### config.mk
export PLATFORM = sky130hd
export DESIGN_NAME = psk_gray_hard_demapper
export DESIGN_NICKNAME = d
export VERILOG_FILES = /design/src/pgd_pkg.sv /design/src/psk_gray_hard_demapper.sv
export SDC_FILE = /design/constraint.sdc
export NUM_CORES = 2
export LEC_CHECK = 0
export BUFFER_PORTS_ARGS = -buffer_cell sky130_fd_sc_hd__buf_4
export CAP_MARGIN = 20
export CORE_ASPECT_RATIO = 1.25
export CORE_UTILIZATION = 56
export DETAILED_ROUTE_END_ITERATION = 8
export PLACE_DENSITY = 0.72
export SKIP_CTS_REPAIR_TIMING = 1
export SYNTH_ARGS = -nofsm -noshare
export SYNTH_HDL_FRONTEND = slang
export SYNTH_SLANG_ARGS = --single-unit
### constraint.sdc
create_clock -name clock -period 13.1 [get_ports clock]
set_input_delay 1.31 -clock clock [delete_from_list [all_inputs] [get_ports clock]]
set_output_delay 1.31 -clock clock [all_outputs]
set_load 0.02 [all_outputs]
### src/pgd_pkg.sv
// shared types, constants and table functions for the psk gray hard demapper
package pgd_pkg;

   localparam int TABLE_BITS       = 6;
   localparam int MAX_BITS_DEFAULT = 6;
   localparam int SAMPLE_W         = 16;
   localparam int INDEX_W          = TABLE_BITS;
   localparam int NB_W             = 3;
   localparam logic [NB_W-1:0] BPS_RESET = 3'd2;

   typedef struct packed {
      logic signed [SAMPLE_W-1:0] sample_i;
      logic signed [SAMPLE_W-1:0] sample_q;
   } req_type;

   typedef struct packed {
      logic [INDEX_W-1:0] decided_bits;
      logic [INDEX_W-1:0] point_index;
   } rsp_type;

   // round(16384*cos(pi*r/32)), r = 0..16
   function automatic logic [14:0] quarter_cos(logic [4:0] r);
      logic [14:0] v;
      case (r)
         5'd0:    v = 15'd16384;
         5'd1:    v = 15'd16305;
         5'd2:    v = 15'd16069;
         5'd3:    v = 15'd15679;
         5'd4:    v = 15'd15137;
         5'd5:    v = 15'd14449;
         5'd6:    v = 15'd13623;
         5'd7:    v = 15'd12665;
         5'd8:    v = 15'd11585;
         5'd9:    v = 15'd10394;
         5'd10:   v = 15'd9102;
         5'd11:   v = 15'd7723;
         5'd12:   v = 15'd6270;
         5'd13:   v = 15'd4756;
         5'd14:   v = 15'd3196;
         5'd15:   v = 15'd1606;
         default: v = 15'd0;
      endcase
      return v;
   endfunction

   // full-circle cosine in q1.14 from the quarter wave
   function automatic logic signed [15:0] table_cos(logic [TABLE_BITS-1:0] a);
      logic [1:0]         quad;
      logic [4:0]         r;
      logic [4:0]         rr;
      logic signed [15:0] pos_r;
      logic signed [15:0] pos_rr;
      logic signed [15:0] v;
      quad   = a[5:4];
      r      = {1'b0, a[3:0]};
      rr     = 5'd16 - r;
      pos_r  = signed'({1'b0, quarter_cos(r)});
      pos_rr = signed'({1'b0, quarter_cos(rr)});
      case (quad)
         2'd0:    v = pos_r;
         2'd1:    v = -pos_rr;
         2'd2:    v = -pos_r;
         default: v = pos_rr;
      endcase
      return v;
   endfunction

   function automatic logic [INDEX_W-1:0] gray_to_bin(logic [INDEX_W-1:0] g);
      logic [INDEX_W-1:0] b;
      b[INDEX_W-1] = g[INDEX_W-1];
      for (int i = INDEX_W - 2; i >= 0; i--) begin
         b[i] = b[i+1] ^ g[i];
      end
      return b;
   endfunction

endpackage

### src/psk_gray_hard_demapper.sv
// m-psk hard decision demapper with gray decoding, top level
//
//  channel  | direction | handshake                       | payload
//  req_     | in        | req_valid / req_stall           | pgd_pkg::req_type
//  rsp_     | out       | rsp_valid / rsp_stall           | pgd_pkg::rsp_type
//  csr_     | in        | csr_write_enable, no wait       | bits_per_symbol, 3 bits
//
// a beat makes one table read and one distance compare per point: each point passes through the cosine rom,
// the squared-distance register and the running minimum, then the result is loaded into the output register.
// a new beat is taken as soon as the previous result sits in the output register.
// reset is synchronous and clears control state only; the rom needs no clearing.
// rsp_stall holds the output register; the result load waits only while that register is full and stalled.
module psk_gray_hard_demapper #(
   parameter int MAX_BITS = pgd_pkg::MAX_BITS_DEFAULT
) (
   input  logic                          clock,
   input  logic                          reset,
   input  logic                          req_valid,
   output logic                          req_stall,
   input  pgd_pkg::req_type              req_data,
   output logic                          rsp_valid,
   input  logic                          rsp_stall,
   output pgd_pkg::rsp_type              rsp_data,
   input  logic                          csr_write_enable,
   input  logic [pgd_pkg::NB_W-1:0]      csr_write_data
);
   import pgd_pkg::*;

   localparam int LimBits = (MAX_BITS < TABLE_BITS) ? MAX_BITS : TABLE_BITS;
   localparam logic [NB_W-1:0] LIM_NB = NB_W'(LimBits);

   localparam logic [1:0] ST_IDLE   = 2'd0;
   localparam logic [1:0] ST_RUN    = 2'd1;
   localparam logic [1:0] ST_DRAIN  = 2'd2;
   localparam logic [1:0] ST_FINISH = 2'd3;

   logic [NB_W-1:0]        bps_ff;
   logic [1:0]             state_ff, state_in;
   logic signed [16:0]     xi_ff, xq_ff;
   logic [NB_W-1:0]        shift_ff;
   logic [INDEX_W-1:0]     mask_ff;
   logic [INDEX_W-1:0]     k_ff, k_in;

   logic [NB_W-1:0]        nb_eff;
   logic [INDEX_W-1:0]     addr_i, addr_q;
   logic                   issue, issue_last;
   logic                   accept;

   logic signed [15:0]     cos_rd_ff, sin_rd_ff;
   logic                   s1_valid_ff;
   logic                   s1_last_ff;
   logic [INDEX_W-1:0]     s1_k_ff;

   logic signed [17:0]     di, dq;
   logic signed [35:0]     prod_i, prod_q;
   logic [32:0]            sq_i_ff, sq_q_ff;
   logic                   s2_valid_ff;
   logic                   s2_last_ff;
   logic [INDEX_W-1:0]     s2_k_ff;

   logic [33:0]            dist_sum;
   logic                   better;
   logic [33:0]            best_d_ff;
   logic [INDEX_W-1:0]     best_k_ff;

   logic                   out_free;
   logic                   rsp_valid_ff;
   rsp_type                rsp_data_ff;

   assign accept     = req_valid && !req_stall;
   assign req_stall  = (state_ff != ST_IDLE);
   assign out_free   = !rsp_valid_ff || !rsp_stall;
   assign issue      = (state_ff == ST_RUN);
   assign issue_last = (k_ff == mask_ff);

   always_comb begin
      if (bps_ff < 3'd1) begin
         nb_eff = 3'd1;
      end else if (bps_ff > LIM_NB) begin
         nb_eff = LIM_NB;
      end else begin
         nb_eff = bps_ff;
      end
   end

   always_ff @(posedge clock) begin
      if (reset) begin
         bps_ff <= BPS_RESET;
      end else if (csr_write_enable) begin
         bps_ff <= csr_write_data;
      end
   end

   // search sequencer
   always_comb begin
      state_in = state_ff;
      k_in     = k_ff;
      case (state_ff)
         ST_IDLE: begin
            if (accept) begin
               state_in = ST_RUN;
               k_in     = '0;
            end
         end
         ST_RUN: begin
            k_in = k_ff + INDEX_W'(1);
            if (issue_last) begin
               state_in = ST_DRAIN;
            end
         end
         ST_DRAIN: begin
            if (s2_valid_ff && s2_last_ff) begin
               state_in = ST_FINISH;
            end
         end
         ST_FINISH: begin
            if (out_free) begin
               state_in = ST_IDLE;
            end
         end
         default: state_in = ST_IDLE;
      endcase
   end

   always_ff @(posedge clock) begin
      if (reset) begin
         state_ff <= ST_IDLE;
      end else begin
         state_ff <= state_in;
      end
      k_ff <= k_in;
      if (accept) begin
         xi_ff    <= {req_data.sample_i, 1'b0};
         xq_ff    <= {req_data.sample_q, 1'b0};
         shift_ff <= NB_W'(TABLE_BITS) - nb_eff;
         mask_ff  <= INDEX_W'((7'd1 << nb_eff) - 7'd1);
      end
   end

   // cosine rom, two read ports, registered data
   assign addr_i = k_ff << shift_ff;
   assign addr_q = addr_i + INDEX_W'(48);

   always_ff @(posedge clock) begin
      cos_rd_ff <= table_cos(addr_i);
      sin_rd_ff <= table_cos(addr_q);
      s1_k_ff    <= k_ff;
      s1_last_ff <= issue_last;
      if (reset) begin
         s1_valid_ff <= 1'b0;
      end else begin
         s1_valid_ff <= issue;
      end
   end

   // squared distance terms
   assign di     = 18'(xi_ff) - 18'(cos_rd_ff);
   assign dq     = 18'(xq_ff) - 18'(sin_rd_ff);
   assign prod_i = di * di;
   assign prod_q = dq * dq;

   always_ff @(posedge clock) begin
      sq_i_ff    <= prod_i[32:0];
      sq_q_ff    <= prod_q[32:0];
      s2_k_ff    <= s1_k_ff;
      s2_last_ff <= s1_last_ff;
      if (reset) begin
         s2_valid_ff <= 1'b0;
      end else begin
         s2_valid_ff <= s1_valid_ff;
      end
   end

   // running minimum, lowest index wins a tie
   assign dist_sum = 34'(sq_i_ff) + 34'(sq_q_ff);
   assign better   = (s2_k_ff == '0) || (dist_sum < best_d_ff);

   always_ff @(posedge clock) begin
      if (s2_valid_ff && better) begin
         best_d_ff <= dist_sum;
         best_k_ff <= s2_k_ff;
      end
   end

   // output register
   always_ff @(posedge clock) begin
      if (reset) begin
         rsp_valid_ff <= 1'b0;
      end else if (state_ff == ST_FINISH && out_free) begin
         rsp_valid_ff <= 1'b1;
      end else if (!rsp_stall) begin
         rsp_valid_ff <= 1'b0;
      end
      if (state_ff == ST_FINISH && out_free) begin
         rsp_data_ff.point_index  <= best_k_ff;
         rsp_data_ff.decided_bits <= gray_to_bin(best_k_ff) & mask_ff;
      end
   end

   assign rsp_valid = rsp_valid_ff;
   assign rsp_data  = rsp_data_ff;

`ifndef ASSERT_OFF
   a_idle_pipe_empty: assert property (@(posedge clock) disable iff (reset)
      (state_ff == ST_IDLE) |-> (!s1_valid_ff && !s2_valid_ff))
      else $error("search pipe busy while idle");

   a_finish_pipe_empty: assert property (@(posedge clock) disable iff (reset)
      (state_ff == ST_FINISH) |-> (!s1_valid_ff && !s2_valid_ff))
      else $error("search pipe busy at finish");

   a_best_in_range: assert property (@(posedge clock) disable iff (reset)
      (state_ff == ST_FINISH) |-> ((best_k_ff & ~mask_ff) == '0))
      else $error("winning index outside constellation");

   a_load_from_finish: assert property (@(posedge clock) disable iff (reset)
      $rose(rsp_valid_ff) |-> $past(state_ff == ST_FINISH))
      else $error("result loaded outside finish");

   a_last_ends_run: assert property (@(posedge clock) disable iff (reset)
      (issue && issue_last) |=> (state_ff == ST_DRAIN))
      else $error("issue did not stop after last point");
`endif

endmodule
==> flow_metrics.py <==
metrics = {
    "run_status": {
        "outcome": "finished clean",
    },
    "setup_path": {
        "r2r_cells": 33,
        "crit_path_end_kind": "flip-flop",
        "crit_start": "sin_rd_ff[0]",
        "r2r_end": "sq_q_ff[30]",
        "slowest_delay_ns": 0.89,
        "slowest_stage": "xor2_1",
        "regToRegStartpoint": "sin_rd_ff[0]",
        "cp-start-kind": "flip-flop",
        "cp_data_arrival_time_ns": 10.51,
        "cp_max_fo": 12,
        "critPathKind": "flip-flop to flip-flop",
        "worstPathRequired_ns": 13.59,
        "r2r_setup_slack_ns": 3.08,
        "crit_top_cell": "fa_1",
    },
    "timing": {
        "period_minus_slack_ns": 10.02,
        "setup_slack_ns": 3.08,
        "worst_pin_slew_ns": 1.18,
        "setup_viol": 0,
        "slew_headroom_pct": 21.2,
        "drv_slew": 0,
        "tns_ns": 0,
        "finalCritPeriodShare_pct": 76.5,
        "hold-worst-slack_ns": 0.324,
        "finClkSkew_ns": 0.0181,
        "max_freq_mhz": 99.8,
        "rsz0062_at_grt": "no",
        "hold_viol_final": 0,
    },
    "yosys": {
        "synthAdderAreaFrac_pct": 46.7,
        "synth.most_common_cell": "inv_1",
        "ys_top_cells_by_area": "fa_1, ha_1, inv_1, edfxtp_1, dfxtp_1",
        "muxShareOfSynthArea_pct": 1.25,
        "synth-compound-area-share_pct": 8.93,
        "yosysWarnings": 0,
        "ys_seq_area_share_pct": 16.7,
        "synth_edf_count": 99,
        "synth_cells": 3391,
        "async_flop_share_pct": 0,
        "syn_area_sq_um": 32000,
        "synthSimpleGateAreaFrac_pct": 10.6,
        "synth.net_count": 4291,
        "syn_area_per_cell_sq_um": 9.43,
        "synth_ff_type": "dfxtp_1",
        "synth_top_area_cell": "fa_1",
        "synth_top_area_share_pct": 34.7,
        "ys_types": 96,
        "synth-xor-area-share_pct": 5.04,
        "yosys-top-cells-count": "inv_1, fa_1, ha_1",
        "synth_top_family_by_area": "adder cells",
        "ys_seq_elements": 217,
    },
    "floorplan": {
        "die_w_um": 216,
        "fp.dieH_um": 269,
        "start_util_pct": 56.9,
        "die_area_sq_um": 58100,
        "io_pins": 54,
        "core_sq_um": 56200,
        "fp-row-count": 97,
    },
    "grt": {
        "overflow": 0,
        "antenna_found_initial": 0,
        "grt_max_degree": 53,
        "grt_pass1_vias": 24400,
        "grt_use_total_pct": 26.6,
        "grt_first_pass_wirelength_um": 122000,
    },
    "clock_tree": {
        "clk_root_buffer_cell": "clkbuf_16",
        "clk_pin_slew_ns": 0.07,
        "cts_buffers": 25,
        "cts_tree": "yes",
        "cts_sinks": 217,
        "clock_latency_ns": 0.56,
        "clk_path_buf_depth": 3,
        "cts-htree-levels": 1,
    },
    "cells_and_area": {
        "fillCellCount": 4773,
        "ff_latch_area_sq_um": 5340,
        "drive_above_1_share_pct": 5.43,
        "multi_input_area_sq_um": 23200,
        "finalInstanceArea_sq_um": 34100,
        "syn_to_final_growth_pct": 6.48,
        "fin_nets": 4326,
        "antenna_cells": 0,
    },
    "placed_design": {
        "placed_area_sq_um": 33300,
        "gp_congestion": 0.977,
        "place_hpwl_um": 60200,
        "post-place-ws_ns": 3.26,
        "port_buffers": 53,
    },
    "hold_path": {
        "holdPathStages": 0,
        "min_from": "s1_last_ff",
        "hp-class": "flip-flop to flip-flop",
        "min_to": "s2_last_ff",
    },
    "route": {
        "antenna_left": 0,
        "wl_per_cell_um": 17.8,
        "routed_wl_um": 74600,
        "drc_errors": 0,
        "dr.pass1.iters": 6,
        "via_count": 22900,
        "drt_iter0_markers": 1204,
        "via_per_inst": 5.47,
    },
    "job": {
        "max_cap_violations": 0,
    },
}
## area by class of cell
class | count | area share (%)
clock buffers | 33 | 1.95
clock inverters | 13 | 0.345
inverters | 835 | 9.20
multi-input cells | 2262 | 68.2
flip-flops and latches | 217 | 15.7
well taps | 742 | 2.73
repair buffers | 85 | 1.87
## critical path: cells and delay by family, from the launching register on
family	cells	cell delay, ns
simple gates	5	0.74
buf+inv	6	0.47
xor+xnor	2	1.01
compound gates	12	3.32
fa+ha+maj	8	3.84
flops	1	0.56
## sequential cells by signal, indices dropped and copies added (netlist names), 2 cells and up
| register | cells |
|---|---|
| bps_ff | 3 |
| sq_i_ff | 32 |
| sq_q_ff | 32 |
| shift_ff | 3 |
| k_ff | 6 |
| xq_ff | 16 |
| mask_ff | 6 |
| state_ff | 2 |
| best_k_ff | 6 |
| cos_rd_ff | 16 |
| s1_k_ff | 6 |
| best_d_ff | 34 |
| sin_rd_ff | 16 |
| rsp_data | 12 |
| xi_ff | 16 |
| s2_k_ff | 6 |
## cell usage in the layout, fill, tap and decap left out, drive strengths merged, types with 46 or more instances in the layout
cell type and count:
inv 834, fa 555, ha 305, nand2 275
nor2 274, xnor2 135, dfxtp 118, a21oi 108
edfxtp 99, buf 85, o21ai 81, a21o 61
xor2 46
## metal layers
metal	GRT usage (%)	up-vias	part of all wire, %
met5	0	-	0
met4	11.9	0	4.9
met3	3.05	231	5.5
met2	48.4	729	52
met1	31.3	11300	37
li1	-	10600	-
## stage by stage
stage / instances / utilization (%)
finish: 4187 / 60.6
global route: 4187 / 60.6
CTS: 4187 / 60.6
detailed placement: 4141 / 59.2
global placement: 4141 / 59.2
floorplan: 3391 / -
## cell families (layout without fill, tap and decap cells)
kind of cell	after synthesis	count (layout)
and+or+nand+nor	766	766
DFF	217	217
AOI/OAI and AO/OA	420	420
adders and majority gates	860	860
xor gates and xnor gates	181	181
muxes	35	35
buffers and inverters	912	966
## how the worst max path moves through the flow
stage / endpoint / slack [ns] / cells after the start
final: sq_q_ff[30] / 3.08 / 33
after global routing: sq_q_ff[32] / 2.50 / 33
after CTS: sq_q_ff[30] / 3.19 / 33
after detailed placement: sq_q_ff[30] / 3.26 / 33
after global placement: sq_q_ff[30] / 3.46 / 33
after floorplan: sq_q_ff[30] / 4.32 / 34
Power is left out: the tool's default activity adds up to more than one toggle a clock period on the data nets, which glitch-free logic cannot reach.
